<file path="src/rtl/core/mmpa_pkg.sv">
package mmpa_pkg;

    // table geometry
    localparam int MAX_ENTRIES = 64;
    localparam int AW = (MAX_ENTRIES > 1) ? $clog2(MAX_ENTRIES) : 1;
    localparam int CW = $clog2(MAX_ENTRIES + 1);

    // fixed field widths
    localparam int TYPE_W  = 3;
    localparam int ADDR_W  = 64;
    localparam int PC_W    = 21;
    localparam int BS_W    = 13;
    localparam int IDX_W   = 6;
    localparam int OUTA_W  = 32;
    localparam int CNT_W   = 7;
    localparam int XW      = (CW > IDX_W) ? CW : IDX_W;
    localparam int OW      = (CW > CNT_W) ? CW : CNT_W;
    localparam int SIZE_W  = PC_W + 12;
    localparam int BSZ_W   = BS_W + 1;

    localparam logic [TYPE_W-1:0] TYPE_USABLE = '0;
    localparam logic [SIZE_W-1:0] PAGE_SIZE   = SIZE_W'(32'h1000);

    typedef enum logic [2:0] {
        KIND_LOAD  = 3'd0,
        KIND_PAGES = 3'd1,
        KIND_BYTES = 3'd2,
        KIND_CLEAN = 3'd3,
        KIND_READ  = 3'd4
    } kind_t;

    typedef enum logic [1:0] {
        ST_OK    = 2'd0,
        ST_NOFIT = 2'd1,
        ST_FULL  = 2'd2,
        ST_RANGE = 2'd3
    } status_t;

    typedef struct packed {
        logic [TYPE_W-1:0] rtype;
        logic [ADDR_W-1:0] base;
        logic [ADDR_W-1:0] len;
    } entry_t;

    // datapath commands
    typedef enum logic [4:0] {
        OP_NONE,
        OP_CAPTURE,
        OP_LOAD,
        OP_RD_REQ,
        OP_RD_DONE,
        OP_RD_BAD,
        OP_PAGES_ZERO,
        OP_SCAN_INIT,
        OP_SCAN_READ,
        OP_CHECK,
        OP_SKIP,
        OP_FIT_WRITE,
        OP_PREV_READ,
        OP_PREV_WRITE,
        OP_PAGE_OK,
        OP_FAIL,
        OP_BYTE_FAST,
        OP_CL_INIT,
        OP_CL_READ,
        OP_CL_WRITE,
        OP_CL_DONE,
        OP_OUT
    } dp_op_t;

    // datapath status back to the controller
    typedef struct packed {
        kind_t kind;
        logic  full;
        logic  idx_ok;
        logic  pages_zero;
        logic  need_page;
        logic  scan_empty;
        logic  fit;
        logic  zero;
        logic  first;
        logic  cl_end;
    } dp_stat_t;

endpackage

</file>
<file path="src/rtl/core/mmpa_ctrl.sv">
module mmpa_ctrl (
    input  logic               aclk,
    input  logic               aresetn,
    input  logic               s_tvalid,
    output logic               s_tready,
    output logic               m_tvalid,
    input  logic               m_tready,
    input  mmpa_pkg::dp_stat_t stat,
    output mmpa_pkg::dp_op_t   op
);

    typedef enum logic [3:0] {
        S_IDLE,
        S_DISPATCH,
        S_RD_WAIT,
        S_SCAN,
        S_CHECK,
        S_DECIDE,
        S_PREV_RD,
        S_PREV_WR,
        S_PAGE_OK,
        S_CL_RD,
        S_CL_WR,
        S_DONE
    } state_t;

    state_t state_reg, state_next;
    logic   mvalid_reg, mvalid_next;
    logic   slot_free;

    assign slot_free = !mvalid_reg || m_tready;
    assign s_tready  = (state_reg == S_IDLE);
    assign m_tvalid  = mvalid_reg;

    // next state and command
    always_comb begin
        state_next  = state_reg;
        op          = mmpa_pkg::OP_NONE;
        mvalid_next = mvalid_reg && !m_tready;
        case (state_reg)
            S_IDLE: begin
                if (s_tvalid) begin
                    op         = mmpa_pkg::OP_CAPTURE;
                    state_next = S_DISPATCH;
                end
            end
            S_DISPATCH: begin
                state_next = S_DONE;
                case (stat.kind)
                    mmpa_pkg::KIND_LOAD: op = mmpa_pkg::OP_LOAD;
                    mmpa_pkg::KIND_PAGES: begin
                        if (stat.pages_zero) begin
                            op = mmpa_pkg::OP_PAGES_ZERO;
                        end else begin
                            op         = mmpa_pkg::OP_SCAN_INIT;
                            state_next = S_SCAN;
                        end
                    end
                    mmpa_pkg::KIND_BYTES: begin
                        if (stat.need_page) begin
                            op         = mmpa_pkg::OP_SCAN_INIT;
                            state_next = S_SCAN;
                        end else begin
                            op = mmpa_pkg::OP_BYTE_FAST;
                        end
                    end
                    mmpa_pkg::KIND_CLEAN: begin
                        op         = mmpa_pkg::OP_CL_INIT;
                        state_next = S_CL_RD;
                    end
                    mmpa_pkg::KIND_READ: begin
                        if (stat.idx_ok) begin
                            op         = mmpa_pkg::OP_RD_REQ;
                            state_next = S_RD_WAIT;
                        end else begin
                            op = mmpa_pkg::OP_RD_BAD;
                        end
                    end
                    default: op = mmpa_pkg::OP_NONE;
                endcase
            end
            S_RD_WAIT: begin
                op         = mmpa_pkg::OP_RD_DONE;
                state_next = S_DONE;
            end
            // top-down scan, one entry per visit
            S_SCAN: begin
                if (stat.scan_empty) begin
                    op         = mmpa_pkg::OP_FAIL;
                    state_next = S_DONE;
                end else begin
                    op         = mmpa_pkg::OP_SCAN_READ;
                    state_next = S_CHECK;
                end
            end
            S_CHECK: begin
                op         = mmpa_pkg::OP_CHECK;
                state_next = S_DECIDE;
            end
            S_DECIDE: begin
                if (!stat.fit) begin
                    op         = mmpa_pkg::OP_SKIP;
                    state_next = S_SCAN;
                end else begin
                    op = mmpa_pkg::OP_FIT_WRITE;
                    if (!stat.first) begin
                        state_next = S_PREV_RD;
                    end else if (stat.zero) begin
                        state_next = S_SCAN;
                    end else begin
                        state_next = S_PAGE_OK;
                    end
                end
            end
            // grow the entry below the carved one
            S_PREV_RD: begin
                op         = mmpa_pkg::OP_PREV_READ;
                state_next = S_PREV_WR;
            end
            S_PREV_WR: begin
                op         = mmpa_pkg::OP_PREV_WRITE;
                state_next = stat.zero ? S_SCAN : S_PAGE_OK;
            end
            S_PAGE_OK: begin
                op         = mmpa_pkg::OP_PAGE_OK;
                state_next = S_DONE;
            end
            // compaction sweep
            S_CL_RD: begin
                if (stat.cl_end) begin
                    op         = mmpa_pkg::OP_CL_DONE;
                    state_next = S_DONE;
                end else begin
                    op         = mmpa_pkg::OP_CL_READ;
                    state_next = S_CL_WR;
                end
            end
            S_CL_WR: begin
                op         = mmpa_pkg::OP_CL_WRITE;
                state_next = S_CL_RD;
            end
            S_DONE: begin
                if (slot_free) begin
                    op          = mmpa_pkg::OP_OUT;
                    mvalid_next = 1'b1;
                    state_next  = S_IDLE;
                end
            end
            default: state_next = S_IDLE;
        endcase
    end

    // state and output valid
    always_ff @(posedge aclk) begin
        if (!aresetn) begin
            state_reg  <= S_IDLE;
            mvalid_reg <= 1'b0;
        end else begin
            state_reg  <= state_next;
            mvalid_reg <= mvalid_next;
        end
    end

endmodule

</file>
<file path="config.mk">
export PLATFORM = sky130hd
export DESIGN_NAME = mmpa_ctrl
export DESIGN_NICKNAME = d
export VERILOG_FILES = /design/src/rtl/core/mmpa_pkg.sv /design/src/rtl/core/mmpa_ctrl.sv
export SDC_FILE = /design/constraint.sdc
export NUM_CORES = 1
export LEC_CHECK = 0
export ABC_AREA = 1
export BUFFER_PORTS_ARGS = -buffer_cell sky130_fd_sc_hd__buf_2
export CORE_MARGIN = 1
export CORE_UTILIZATION = 51
export CTS_BUF_LIST = sky130_fd_sc_hd__clkbuf_8
export DETAILED_ROUTE_END_ITERATION = 8
export MAX_ROUTING_LAYER = met4
export PLACE_DENSITY = 0.88
export SYNTH_ARGS = -nofsm -noshare
export SYNTH_HDL_FRONTEND = slang
export SYNTH_SLANG_ARGS = --single-unit
</file>
<file path="constraint.sdc">
create_clock -name aclk -period 1.9 [get_ports aclk]
set_input_delay 0.57 -clock aclk [delete_from_list [all_inputs] [get_ports aclk]]
set_output_delay 0.57 -clock aclk [all_outputs]
set_load 0.005 [all_outputs]
</file>
### Word level (Yosys, flattened, before mapping)

Cells that the tools add are included.

* add/subtract/negate cells: 0
* multipliers: 0
* div/mod/pow operators: 0
* magnitude comparators: 0
* eq/ne operators: 17
* shift-type cells: 0
* mux-type cells: 24
* bitwise operators: 0
* reductions and logical operators: 8

Operators by type and width (number)
* 5-bit case mux with 12 select lines: 1
* 4-bit case mux with 11 select lines: 1
* 4-bit two-way mux: 9
* 5-bit case mux with 5 select lines: 1
* 4-bit by 3-bit == test with 1-bit output, second input constant: 4
* 4-bit == test, second input constant: 4
* 4-bit case mux with 4 select lines: 1
* 5-bit two-way mux: 2
* 3-bit two-way mux: 3
* 4-bit by 2-bit == test with 1-bit output, second input constant: 2
* 3-bit by 2-bit == test with 1-bit output, second input constant: 2
* 1-bit two-way mux: 6
* 4-bit by 1-bit == test with 1-bit output, second input constant: 1
* 4-bit zero test: 1
* 2-bit != test, second input constant: 2
* 3-bit by 1-bit == test with 1-bit output, second input constant: 1
* 3-bit == test, second input constant: 1
* 3-bit zero test: 1
* 1-bit zero test: 2
* 2-bit AND reduction: 1
* 2-bit OR reduction: 1
* 1-bit logical AND: 1
* 1-bit logical OR: 1

* flip-flop bits (word level): 5
* bits in latches: 0
* RAM bits: 0
* memory bits (read-only): 0
* logic and storage cells: 51
* memories kept: 0

### Depth between registers and ports, before layout

* word-level depth: 4
* mapped depth: 10

### Worst setup path after synthesis

Ideal clock, no wire load.

* kind: input to output
* from: input stat[11] in the netlist's numbering
* to: output op[4]
* arrival: 1.071 ns
* required time: 1.330 ns
* path slack: 0.259 ns
* stages: 5
* path buffers: 0
* path through: nor2_1 nand2_1 nor2_1 nor2_1 o2111ai_1

* word-level cells in the longest chain between the ends: 3

Ends and longest elaborated chain
* from (decl): RTL line mmpa_ctrl.sv:8 `input mmpa_pkg::dp_stat_t stat,`
* 3-bit == test, or another cell as far along: RTL line mmpa_ctrl.sv:49 `case (stat.kind)`
* 5-bit case mux with 5 select lines (*): RTL line mmpa_ctrl.sv:49
* 5-bit case mux with 12 select lines (*): RTL line mmpa_ctrl.sv:40 `case (state_reg)`
* to (decl): RTL line mmpa_ctrl.sv:9 `output mmpa_pkg::dp_op_t op`

Every way passes the cells marked *; elsewhere a longest branch is shown, timed or not.

### Final worst setup path

* from: register state_reg[3]
* to: output op[1]

* word-level cells in the longest chain between the ends: 2

Ends and longest elaborated chain
* from (decl): RTL line mmpa_ctrl.sv:27 `state_t state_reg, state_next;`
* from (signal assigned): RTL line mmpa_ctrl.sv:159 `state_reg <= state_next;`
* 4-bit == test, or another cell as far along: RTL line mmpa_ctrl.sv:40
* 5-bit case mux with 12 select lines (*): RTL line mmpa_ctrl.sv:40

Marked as above.

==> impl_metrics.json <==
{
  "skew_ns": 0.000486,
  "holdPathEnd": "state_reg[1]$_SDFFE_PN0P_",
  "diodes": 0,
  "finalWorstSetupSlack_ns": -0.221,
  "cp_slowest_stage_delay_ns": 0.33,
  "fin_nets": 186,
  "crit_chain": "inv_4 -> buf_6 -> nor2_4 -> buf_4 -> a21oi_1 -> o2111ai_2 -> buf_2",
  "synth_ff_type": "dfxtp_1",
  "rr_worst_depth": 13,
  "routed_wl_um": 3860,
  "synth_cell_types": 25,
  "max_cap_viol_count": 0,
  "irDropWorstVdd_uv": 863,
  "ys_async_sr_fraction_pct": 0,
  "worstMarginPinSlew_ns": 0.297,
  "start_util_pct": 57.3,
  "cts_tree": "done",
  "synth_top_family_by_area": "simple AND/OR/NAND/NOR gates",
  "status": "finished, violations left",
  "viasPerCell": 6.89,
  "cts-root-buf": "clkbuf_8",
  "htree_levels": 1,
  "use_met3_pct": 12.2,
  "synthesis.instances": 125,
  "ant_nets": 0,
  "drive_gt1_share_pct": 50.9,
  "clk_pin_slew_worst_paths_ns": 0.04,
  "crit_path_start_kind": "flop",
  "power_density_nw_per_um2": 1100,
  "final_util_pct": 96.4,
  "fin_cells": 183,
  "synth_nets": 141,
  "synth-simple-area-share_pct": 56.5,
  "grt_busiest_layer": "met2",
  "cts.sinks": 5,
  "clk_latency_ns": 0.22,
  "grt.met2_usage_pct": 74.2,
  "final-setup-viol-count": 5,
  "grt_pass1_vias": 988,
  "worstSetupEndpointType": "primary output",
  "via_count": 1260,
  "syn_to_final_growth_pct": 68.3,
  "clock_power_share_pct": 15.3,
  "synth_edf_count": 0,
  "hold_depth": 3,
  "rsz0062_at_grt": "true",
  "synth-xor-area-share_pct": 0,
  "track_usage_pct": 45.3,
  "grt_max_degree": 7,
  "cpMaxStageDelayCell": "dfxtp_2",
  "hp-start": "aresetn",
  "rows": 12,
  "ys_warn_count": 0,
  "hold_viol_final": 0,
  "switching_power_uw": 628,
  "critPathTopFamily": "buffers and inverters",
  "finalPower_mw": 1.24,
  "worstReg2RegStart": "state_reg[3]$_SDFFE_PN0P_",
  "min_period_ns": 2.12,
  "use_met1_pct": 47.7,
  "gp_congestion": 0.893,
  "seqPwrFrac_pct": 14.6,
  "synth.avg_cell_area_um2": 5.37,
  "maxSlewViolCount": 0,
  "syn_area_um2": 671,
  "drt_iter0_drc": 165,
  "violations": "setup timing",
  "mostFrequentLayoutCells": "nand2_1, buf_2, buf_4, inv_1, nor2_1",
  "fmax_mhz": 471,
  "cp_max_fo": 5,
  "largest_reg_flops": 4,
  "dieArea_um2": 1460,
  "slew_headroom_pct": 80.1,
  "worstSetupPathType": "flop to primary output",
  "p_int_uw": 615,
  "r2r-end": "state_reg[0]$_SDFFE_PN0P_",
  "grt_overflow": 0,
  "ys_ff_latch": 5,
  "layout_commonest_cell": "nand2_1",
  "ios": 23,
  "netSwitchingFraction_pct": 50.5,
  "fin_crit_sh_pct": 112,
  "first_pass_iters": 7,
  "die_y_um": 38.3,
  "power.leakage_nw": 0.595,
  "routedWlPerCell_um": 21.1,
  "hold_buffers": 0,
  "synth_compound_area_share_pct": 16.2,
  "crit_buf_inv": 4,
  "crit_required_ns": 1.33,
  "r2r_slack_ns": 0.01,
  "die_w_um": 38.3,
  "power_frac_comb_pct": 70.0,
  "cts_made_buffers": 3,
  "dp.cells": 170,
  "cts_buffer_depth": 2,
  "synthMuxAreaShare_pct": 0,
  "ys_seq_area_share_pct": 14.9,
  "worstPathArrival_ns": 1.55,
  "fp.coreArea_um2": 1170,
  "yosys.area_share.adder_pct": 0,
  "hold_path_class": "input pin to flop",
  "antenna_found_initial": 0,
  "io_buffers": 21,
  "drc": 0,
  "post-dp-hpwl_um": 1660,
  "grt_pass1_wl_um": 4350
}
==> worst max path at each step <==
stage                               from  slack [ns]  cells past startpoint    end
2_1_floorplan                   stat[11]        0.26                      5  op[4]
3_3_place_gp                    stat[10]       -0.05                      9  op[2]
3_5_place_dp                     stat[9]       -0.05                      7  op[1]
4_1_cts                          stat[9]       0.003                      7  op[4]
5_1_grt        state_reg[3]$_SDFFE_PN0P_       -0.20                      7  op[1]
6_report       state_reg[3]$_SDFFE_PN0P_       -0.22                      7  op[1]
==> stage by stage <==
| stage | worst slack, ns | hold slack (ns) | TNS, ns | cell area (µm²) |
|---|---|---|---|---|
| CTS | 0.00297 | 0.573 | 0 | 1050 |
| detailed placement | -0.0517 | 0.585 | -0.160 | 868 |
| global placement | -0.0501 | 0.569 | -0.108 | 868 |
| finish | -0.221 | 0.596 | -0.702 | 1130 |
| global route | -0.205 | 0.601 | -0.690 | 1130 |
| floorplan | 0.259 | 0.571 | 0 | 671 |
==> area by class of cell <==
type / count / area, µm²
repair buffers: 40 / 274
inverters: 22 / 85.1
multi-input cells: 98 / 597
well taps: 14 / 17.5
clock buffers: 3 / 41.3
flip-flops and latches: 5 / 110
clock inverters: 1 / 3.75
fillers: 25 / 42.5
==> synthesized netlist by cell type (2+ instances only) <==
master / number / share of area, %
nor2_1: 20 / 11
nand2_1: 31 / 17
o2111ai_1: 2 / 2.6
inv_2: 2 / 1.1
a21oi_1: 3 / 2.2
nor2_2: 3 / 2.8
nand3_1: 12 / 9.0
nand4_1: 4 / 3.7
nor2_4: 2 / 3.4
dfxtp_1: 5 / 15
inv_1: 20 / 11
nand3b_1: 2 / 2.2
o21ai_0: 5 / 3.7
nand2_2: 3 / 2.8
==> layer usage <==
layer / routed length [µm] / share of wire (%)
met5: 0 / 0
met4: 435 / 11
met3: 561 / 15
met2: 1620 / 42
met1: 1240 / 32
==> tightest hold or removal path, stage by stage <==
cell,delay (ns)
buf_2,0.11
nand2_1,0.06
inv_1,0.04
==> logic make-up after synthesis <==
group	after synthesis
buffers and inverters	22
AO/OA/AOI/OAI	17
flip-flops	5
AND/OR/NAND/NOR	81
==> power groups by stage <==
| stage | combinational (mW) | clock, mW | sequential (mW) |
|---|---|---|---|
| floorplan | 0.369 | 0 | 0.159 |
| global route | 0.896 | 0.198 | 0.181 |
| finish | 0.870 | 0.191 | 0.182 |
| CTS | 0.707 | 0.195 | 0.163 |
| detailed placement | 0.586 | 0 | 0.159 |
| global placement | 0.557 | 0 | 0.159 |
==> timing repair <==
item | in CTS | in global routing
buffers inserted | 6 | 3
pin swaps | 4 | 13
endpoints found under the setup margin | 4 | 7
gates resized for setup | 30 | 20
Note: power is estimated with default switching activity, not from simulation.
